## src/rtl/core/rpc_pkg.sv

```systemverilog
// shared types and constants for the rgba pixel combine alu
`default_nettype none

package rpc_pkg;

    localparam int unsigned ChW = 8;
    localparam int unsigned FactorW = 16;
    localparam int unsigned Lanes = 4;
    localparam int unsigned AlphaLane = 3;
    localparam logic [ChW-1:0] ChMax = 8'd255;

    typedef enum logic [2:0] {
        MODE_AVG      = 3'd0,
        MODE_ADD      = 3'd1,
        MODE_SUB      = 3'd2,
        MODE_MODULATE = 3'd3,
        MODE_SCALE    = 3'd4,
        MODE_MERGE    = 3'd5
    } mode_t;

    // what one lane hands to the merge stage
    typedef struct packed {
        logic [ChW-1:0] mix;
        logic [ChW-1:0] sat_sum;
    } lane_res_t;

endpackage

`default_nettype wire

```

## src/rtl/core/rpc_lane.sv

```systemverilog
// one channel lane: registered products, then mode select
`default_nettype none

module rpc_lane (
    input  wire logic                         clk,
    input  wire logic                         load,
    input  wire logic [rpc_pkg::ChW-1:0]      a,
    input  wire logic [rpc_pkg::ChW-1:0]      b,
    input  wire logic [rpc_pkg::ChW-1:0]      weight,
    input  wire logic [rpc_pkg::FactorW-1:0]  factor,
    input  wire rpc_pkg::mode_t               mode_s1,
    output rpc_pkg::lane_res_t                res
);

    logic [rpc_pkg::ChW-1:0]                a_reg, a_next;
    logic [rpc_pkg::ChW-1:0]                b_reg, b_next;
    logic [2*rpc_pkg::ChW-1:0]              mod_reg, mod_next;
    logic [rpc_pkg::ChW-1:0]                scl_reg, scl_next;
    logic [2*rpc_pkg::ChW-1:0]              mrg_reg, mrg_next;
    logic [rpc_pkg::ChW+rpc_pkg::FactorW-1:0] scl_prod;
    logic [2*rpc_pkg::ChW-1:0]              wb_prod;
    logic [2*rpc_pkg::ChW-1:0]              wa_prod;
    logic [rpc_pkg::ChW-1:0]                inv_w;
    logic [rpc_pkg::ChW:0]                  sum;
    logic [2*rpc_pkg::ChW:0]                div_tmp;
    logic [rpc_pkg::ChW-1:0]                mrg_q;

    // stage 1: products
    always_comb
    begin
        inv_w    = rpc_pkg::ChMax - weight;
        scl_prod = {{rpc_pkg::FactorW{1'b0}}, a} * {{rpc_pkg::ChW{1'b0}}, factor};
        wb_prod  = {{rpc_pkg::ChW{1'b0}}, b} * {{rpc_pkg::ChW{1'b0}}, inv_w};
        wa_prod  = {{rpc_pkg::ChW{1'b0}}, a} * {{rpc_pkg::ChW{1'b0}}, weight};
        a_next   = a;
        b_next   = b;
        mod_next = {{rpc_pkg::ChW{1'b0}}, a} * {{rpc_pkg::ChW{1'b0}}, b};
        scl_next = scl_prod[2*rpc_pkg::ChW-1:rpc_pkg::ChW];
        // weights sum to 255, so this never overflows 16 bits
        mrg_next = wb_prod + wa_prod;
    end

    always_ff @(posedge clk)
    begin
        if (load)
        begin
            a_reg   <= a_next;
            b_reg   <= b_next;
            mod_reg <= mod_next;
            scl_reg <= scl_next;
            mrg_reg <= mrg_next;
        end
    end

    // stage 2: finish and select
    always_comb
    begin
        sum     = {1'b0, a_reg} + {1'b0, b_reg};
        // x / 255 for x below 65535
        div_tmp = {1'b0, mrg_reg} + (2*rpc_pkg::ChW+1)'(1)
                  + {{(rpc_pkg::ChW+1){1'b0}}, mrg_reg[2*rpc_pkg::ChW-1:rpc_pkg::ChW]};
        mrg_q   = div_tmp[2*rpc_pkg::ChW-1:rpc_pkg::ChW];
        res.sat_sum = sum[rpc_pkg::ChW] ? rpc_pkg::ChMax : sum[rpc_pkg::ChW-1:0];
        unique case (mode_s1)
            rpc_pkg::MODE_AVG:      res.mix = sum[rpc_pkg::ChW:1];
            rpc_pkg::MODE_ADD:      res.mix = res.sat_sum;
            rpc_pkg::MODE_SUB:      res.mix = (a_reg > b_reg) ? (a_reg - b_reg)
                                                              : '0;
            rpc_pkg::MODE_MODULATE: res.mix = mod_reg[2*rpc_pkg::ChW-1:rpc_pkg::ChW];
            rpc_pkg::MODE_SCALE:    res.mix = scl_reg;
            rpc_pkg::MODE_MERGE:    res.mix = mrg_q;
            default:                res.mix = '0;
        endcase
    end

endmodule

`default_nettype wire

```

## src/rtl/core/rgba_pixel_combine_alu.sv

```systemverilog
// top level: four channel lanes, alpha merge and output register
`default_nettype none

// Combines two RGBA8 pixels into one per word: average, saturating add,
// clamped subtract, modulate, Q8.8 scale of the first pixel (low 8 bits
// kept) or source-over merge weighted by the first alpha. Four identical
// lanes handle red, green, blue and alpha side by side; the merge stage
// swaps in the saturated alpha sum for merge mode. Each word passes the
// product register, then the output register, and one word is taken every
// cycle while the output side keeps taking results. Mode codes 6 and 7
// give an all-zero pixel.

module rgba_pixel_combine_alu (
    input  wire logic         clk,
    input  wire logic         rst_n,
    input  wire logic         in_valid,
    output logic              in_ready,
    input  wire logic [2:0]   mode,
    input  wire logic [7:0]   first_red,
    input  wire logic [7:0]   first_green,
    input  wire logic [7:0]   first_blue,
    input  wire logic [7:0]   first_alpha,
    input  wire logic [7:0]   second_red,
    input  wire logic [7:0]   second_green,
    input  wire logic [7:0]   second_blue,
    input  wire logic [7:0]   second_alpha,
    input  wire logic [15:0]  scale_factor,
    output logic              out_valid,
    input  wire logic         out_ready,
    output logic [7:0]        out_red,
    output logic [7:0]        out_green,
    output logic [7:0]        out_blue,
    output logic [7:0]        out_alpha
);

    logic                       v1_reg, v1_next;
    logic                       v2_reg, v2_next;
    logic                       adv1, adv2;
    rpc_pkg::mode_t             mode_reg, mode_next;
    logic [rpc_pkg::ChW-1:0]    a_ch [rpc_pkg::Lanes];
    logic [rpc_pkg::ChW-1:0]    b_ch [rpc_pkg::Lanes];
    rpc_pkg::lane_res_t         lane_res [rpc_pkg::Lanes];
    logic [rpc_pkg::ChW-1:0]    pix_reg [rpc_pkg::Lanes];
    logic [rpc_pkg::ChW-1:0]    pix_next [rpc_pkg::Lanes];

    assign a_ch[0] = first_red;
    assign a_ch[1] = first_green;
    assign a_ch[2] = first_blue;
    assign a_ch[3] = first_alpha;
    assign b_ch[0] = second_red;
    assign b_ch[1] = second_green;
    assign b_ch[2] = second_blue;
    assign b_ch[3] = second_alpha;

    always_comb
    begin
        adv2      = !v2_reg || out_ready;
        adv1      = !v1_reg || adv2;
        v1_next   = adv1 ? in_valid : v1_reg;
        v2_next   = adv2 ? v1_reg : v2_reg;
        mode_next = rpc_pkg::mode_t'(mode);
    end

    assign in_ready = adv1;

    always_ff @(posedge clk or negedge rst_n)
    begin
        if (!rst_n)
        begin
            v1_reg <= 1'b0;
            v2_reg <= 1'b0;
        end
        else
        begin
            v1_reg <= v1_next;
            v2_reg <= v2_next;
        end
    end

    always_ff @(posedge clk)
    begin
        if (adv1)
        begin
            mode_reg <= mode_next;
        end
    end

    for (genvar i = 0; i < rpc_pkg::Lanes; i++)
    begin : g_lane
        rpc_lane u_lane (
            .clk     (clk),
            .load    (adv1),
            .a       (a_ch[i]),
            .b       (b_ch[i]),
            .weight  (first_alpha),
            .factor  (scale_factor),
            .mode_s1 (mode_reg),
            .res     (lane_res[i])
        );
    end

    // merge stage: alpha takes the saturated sum in merge mode
    always_comb
    begin
        for (int i = 0; i < rpc_pkg::Lanes; i++)
        begin
            pix_next[i] = lane_res[i].mix;
        end
        if (mode_reg == rpc_pkg::MODE_MERGE)
        begin
            pix_next[rpc_pkg::AlphaLane] = lane_res[rpc_pkg::AlphaLane].sat_sum;
        end
    end

    always_ff @(posedge clk)
    begin
        if (adv2 && v1_reg)
        begin
            for (int i = 0; i < rpc_pkg::Lanes; i++)
            begin
                pix_reg[i] <= pix_next[i];
            end
        end
    end

    assign out_valid = v2_reg;
    assign out_red   = pix_reg[0];
    assign out_green = pix_reg[1];
    assign out_blue  = pix_reg[2];
    assign out_alpha = pix_reg[3];

`ifndef SYNTHESIS
    // only a full, stalled pipeline may refuse a word
    a_ready_full: assert property (@(posedge clk) disable iff (!rst_n)
        !in_ready |-> (v1_reg && v2_reg && !out_ready))
        else $error("in_ready low without a full stalled pipeline");

    // a word in stage 1 is never dropped while the output stalls
    a_hold_s1: assert property (@(posedge clk) disable iff (!rst_n)
        (v1_reg && !adv2) |=> v1_reg)
        else $error("stage 1 word lost under stall");

    // a result leaves only when taken
    a_out_taken: assert property (@(posedge clk) disable iff (!rst_n)
        $fell(v2_reg) |-> $past(out_ready))
        else $error("result dropped without out_ready");

    // every word accepted at the input reaches stage 1
    a_fill_s1: assert property (@(posedge clk) disable iff (!rst_n)
        (in_valid && in_ready) |=> v1_reg)
        else $error("accepted word missing from stage 1");
`endif

endmodule

`default_nettype wire

```

## config.mk

```make
export PLATFORM = sky130hd
export DESIGN_NAME = rgba_pixel_combine_alu
export DESIGN_NICKNAME = d
export VERILOG_FILES = /design/src/rtl/core/rpc_pkg.sv /design/src/rtl/core/rpc_lane.sv /design/src/rtl/core/rgba_pixel_combine_alu.sv
export SDC_FILE = /design/constraint.sdc
export NUM_CORES = 2
export LEC_CHECK = 0
export BUFFER_PORTS_ARGS = -buffer_cell sky130_fd_sc_hd__buf_4
export CAP_MARGIN = 15
export CORE_MARGIN = 3
export CORE_UTILIZATION = 45
export DETAILED_ROUTE_END_ITERATION = 8
export GPL_TIMING_DRIVEN = 0
export HOLD_SLACK_MARGIN = 0.12
export SLEW_MARGIN = 5
export SYNTH_ARGS = -nofsm -noshare
export SYNTH_HDL_FRONTEND = slang
export SYNTH_HIERARCHICAL = 1
export SYNTH_SLANG_ARGS = --single-unit
export TNS_END_PERCENT = 100
```

## constraint.sdc

```tcl
create_clock -name clk -period 9.9 [get_ports clk]
set_input_delay 1.98 -clock clk [delete_from_list [all_inputs] [get_ports clk]]
set_output_delay 1.98 -clock clk [all_outputs]
set_load 0.02 [all_outputs]
```

## Word level (Yosys, flattened, before mapping)

Memory sizes are Yosys's and may differ from the RTL's.
Cells that the tools add are included.

| storage, ports and cells | value |
|---|---|
| RAM bits | 32 |
| bits of input ports | 87 |
| word-level logic and storage cells | 85 |
| memories kept | 1 |
| flip-flop bits (word level) | 213 |

Memories:

| name | words | width | rd ports | clocked after Yosys merged registers in | wr ports | RTL line | RTL |
|---|---|---|---|---|---|---|---|
| pix_reg | 4 | 8 | 4 | 0 | 4 | rgba_pixel_combine_alu.sv:43 | `logic [rpc_pkg::ChW-1:0] pix_reg [rpc_pkg::Lanes];` |

| cells by class | value |
|---|---|
| mux-type cells | 15 |
| eq/ne operators | 5 |
| reductions and logical operators | 6 |
| add/sub/neg operators | 18 |
| $mul | 14 |
| $lt $le $gt $ge | 4 |

Operators with widths:

| kind | number |
|---|---|
| $mul 8x8->16 | 10 |
| $pmux 8 s6 | 3 |
| $mux 8 | 9 |
| $mul 8x16->16 | 4 |
| $add 16x1->16 const B | 3 |
| $add 16x16->16 | 3 |
| $add 16x8->16 | 3 |
| $pmux 8 s5 | 1 |
| $add 8x8->9 | 4 |
| $gt 8x8->1 | 4 |
| $sub 8x8->8 | 4 |
| $sub 8x8->8 const A | 1 |
| $eq 3x2->1 const B | 2 |
| $eq 3x3->1 const B | 2 |
| $eq 3x1->1 const B | 1 |
| $logic_not 3->1 | 1 |
| $logic_not 1->1 | 2 |
| $logic_or 1x1->1 | 2 |
| $mux 1 | 2 |
| $logic_and 1x1->1 | 1 |

## Logic depth before layout (Yosys ltp)

| logic depth | value |
|---|---|
| depth after elaboration | 5 |
| gate-level depth with buffers | 22 |
| mapped depth without buffers | 20 |

## Cells and area by module

The synthesis kept the hierarchy.

Modules (own cells, without submodules):

| module | area each (µm²) | cells an instance | sequential area each (µm²) | instances |
|---|---|---|---|---|
| rpc_lane (g_lane[0].u_lane) | 11757.5 | 1273 | 1441.4 | 1 |
| rpc_lane (g_lane[2].u_lane) | 11737.5 | 1268 | 1441.4 | 1 |
| rpc_lane (g_lane[3].u_lane) | 11687.5 | 1246 | 1441.4 | 1 |
| rpc_lane (g_lane[1].u_lane) | 11607.4 | 1247 | 1441.4 | 1 |
| rgba_pixel_combine_alu | 1247.4 | 52 | 1101.1 | 1 |

## Worst setup path before layout

Ideal clock, no wire load.

| path | value |
|---|---|
| kind | input to output |
| start point | input port out_ready |
| end point | output port in_ready |
| arrival time | 6.233 ns |
| slack | 1.687 ns |
| required time | 7.920 ns |
| stages on the path | 2 |
| path through | nor2b_1 nand2_1 |

| on the way | value |
|---|---|
| word-level cells in the longest chain between the ends | 2 |

RTL lines:

| element | RTL line | RTL |
|---|---|---|
| start: declaration | rgba_pixel_combine_alu.sv:29 | `input wire logic out_ready,` |
| $logic_or 1x1->1 | rgba_pixel_combine_alu.sv:57 | `adv2 = !v2_reg \|\| out_ready;` |
| $logic_or 1x1->1 | rgba_pixel_combine_alu.sv:58 | `adv1 = !v1_reg \|\| adv2;` |
| end: declaration | rgba_pixel_combine_alu.sv:17 | `output logic in_ready,` |

No other way between the ends.

==> flow_results.org <==
** Worst setup path
- Data required time at the worst endpoint :: 10230 ps
- STA puts the critical path data arrival time at 8870 ps.
- Crit path cell chain :: buf_4 > clkbuf_1 > clkbuf_1 > nand2_1 > fa_1 > fa_1 > inv_1 > fa_1 > fa_1 > fa_1 > inv_1 > fa_1 > inv_1 > ha_1 > or2_2 > o311ai_1 > nor3_1 > nand4bb_1 > a31o_2 > a21oi_1 > xnor2_1
- Nature of the critical path startpoint :: primary input
- The worst register-to-register path begins at g_lane[3].u_lane/a_reg[0].
- Capturing point of the worst reg2reg path :: pix_reg[3][3]
- The most numerous cell type found on the critical path is fa_1.
- Along the worst path, the maximum fanout reaches 32.
- The most critical setup path has its endpoint at g_lane[3].u_lane/mrg_reg[15].
- The worst setup path is of the primary input to register kind.
- Slowest cell delay on critical path :: 540 ps
- The slowest stage of the critical path is the clkbuf_1 cell.
- The worst setup path is captured at a register.
- Measured in cells, the most critical reg-to-reg path has a length of 12.
- The setup check on the worst reg-to-reg path leaves a slack of 6690 ps.
- Critical path launch point :: first_alpha[2]

** Clocking
- CTS Root Cell :: clkbuf_16
- Buffers inserted during clock tree synthesis total 27.
- After clock tree synthesis, the setup repair step added 0 buffers.
- CTS built an H-tree with a depth of 1.
- The tree built by TritonCTS fans out to 229 sinks.
- Hold bufs inserted after CTS :: 0
- The number of gates resized after CTS was 0.
- Clock latency on the worst-skew pair, taken at its later pin, is 590 ps.
- Clock-pin slew was measured on the worst setup and hold paths at 60 ps.
- TritonCTS built the clock tree.
- Buffers from clock root to sink, at most :: 3

** Placement
- Weighted congestion at the end of routability-driven global placement :: 0.869
- Summing all placed instances gives a cell area of 50800 µm².
- Number of buffers inserted by port buffering :: 120
- HPWL reported at the end of detailed placement :: 98.9 mm
- After detailed placement, the design holds a cell count of 6589.

** Outcome
- Result of the run :: finished, final reports clean

** Floorplanning
- Core Box Area :: 106000 µm²
- The floorplan has 119 rows.
- Num ports :: 121
- The die is 333 µm tall.
- The floorplan step defined a die boundary enclosing 111000 µm².
- In this run the horizontal extent of the chip is 333 µm.
- Initial core utilization :: 45.4%

** Detailed routing
- Via Count :: 34649
- Number of detailed-routing iterations run before antenna repair :: 5
- Using the TritonRoute via totals, the vias-per-cell ratio works out to 5.22.
- Number of DRC markers after the initial detailed-route iteration :: 1816
- Remaining routing DRC violations :: 0
- In this run the remaining antenna-violating nets after routing total 0.
- Sum of routed wire length over all layers :: 128 mm
- Dividing the detail-routed wire length by the instance count gives 19.3 µm.

** Timing
- On the final layout, the worst clock skew is 17.0 ps.
- At the pin with the least slew margin, the transition time is 1010 ps.
- Sum of negative setup slack :: 0 ps
- After layout, the worst path uses 86.3% of the clock period.
- The final hold violation count came to 0.
- After layout, the minimum clock period comes to 8540 ps.
- RSZ-0062 raised after global routing :: no
- Max frequency :: 0.117 GHz
- Setup violations remaining at the end of the flow were counted as 0.
- Max-slew violations :: 0
- Measured against its own limit, the worst slew margin works out to 32.0%.

** Pwr
- In this run the static leakage power is 0.0246 µW.
- Power spread over the standard cell area amounts to 263 nW/µm².
- Across the VDD grid, the largest voltage drop is 0.353 mV.

** Global route
- Largest net degree at the start of global routing :: 66
- The first global-routing pass estimated 205 mm of wire.
- The total overflow left after global routing is 0.
- In the global route stage, overall resource usage came out at 23.7%.
- The number of global-route vias before repair was 36599.
- The initial antenna violation count is 3.

** Finish
- Number of flip-flops in the largest register :: 64
- Relative to the synthesized area, the layout overhead comes to 7.64%.
- Top library cells by usage in the layout, fill and taps aside :: 1020 x inv_1, 768 x fa_1, 566 x and2_1, 556 x ha_1, 405 x nand2_1
- Fraction of layout cells with a size suffix above 1 :: 4.50%
- The final layout contains 6638 nets.
- Post-layout util :: 48.9%
- Leaving out fill and tap cells, the most frequent cell in the layout is inv_1.
- Number of standard cells in the layout, taps in and fillers out :: 6638
- The layout has 10040 filler cells.
- Final instance area :: 51600 µm²

** Flow run
- Max Cap Viol :: 0

** Worst hold path
- Hold path startpoint :: out_valid
- The worst hold path belongs to the class register to register.

** Yosys
- Ys Warns :: 6
- Dividing the synthesized area by the synthesized cell count gives 9.46 µm².
- The mapped netlist covers 48000 µm².
- After technology mapping, the gate count stands at 5072.
- When the netlist entered floorplanning its net count stood at 6483.
## through the flow
| stage | hold WS (ps) | setup slack [ps] | power (µW) |
|---|---|---|---|
| after detailed placement | 554 | 815 | 12600 |
| after global routing | 605 | 1100 | 15100 |
| after CTS | 570 | 1410 | 13600 |
| final | 553 | 1360 | 13600 |
| after global placement | 485 | -959 | 12400 |
| after floorplan | 471 | 1690 | 9670 |
## metal layers
layer / global-route usage, % / routed length (µm)
met1: 32.4 / 56600
met2: 39.9 / 61200
met3: 2.72 / 6630
met4: 6.37 / 3570
met5: 0 / 0
## layout make-up
class / instances / area, µm² / share of cell area (%)
buffer: 184 / 728 / 1.41
sequential: 229 / 6870 / 13.3
clock inverter: 13 / 151 / 0.293
antenna: 3 / 7.51 / 0.0145
timing repair buffer: 126 / 1060 / 2.05
multi-input combinational: 3637 / 36600 / 70.8
inverter: 1022 / 3840 / 7.43
clock buffer: 33 / 698 / 1.35
tap: 1391 / 1740 / 3.37
## power breakdown
group	leakage [µW]	total, µW	switching [µW]	internal [µW]
Clock	0.000402	992	417	575
Sequential	0.00233	2120	210	1910
Combinational	0.0219	10500	6110	4370
## how the worst min path moves through the flow
stage                     slack [ps]  depth (start not counted)   endpoint
after global routing             600                          1  out_valid
final                            550                          2  out_valid
after global placement           490                          1  out_valid
after floorplan                  470                          1  out_valid
after CTS                        570                          2  out_valid
after detailed placement         550                          1     v1_reg
## worst max-delay path: cells and delay by family
family	cells	cell delay [ps]
compound gates	3	640
xor+xnor	1	260
fa+ha+maj	7	3260
buf+inv	6	1720
simple gates	4	910
Note: power is estimated with default switching activity, not from simulation.
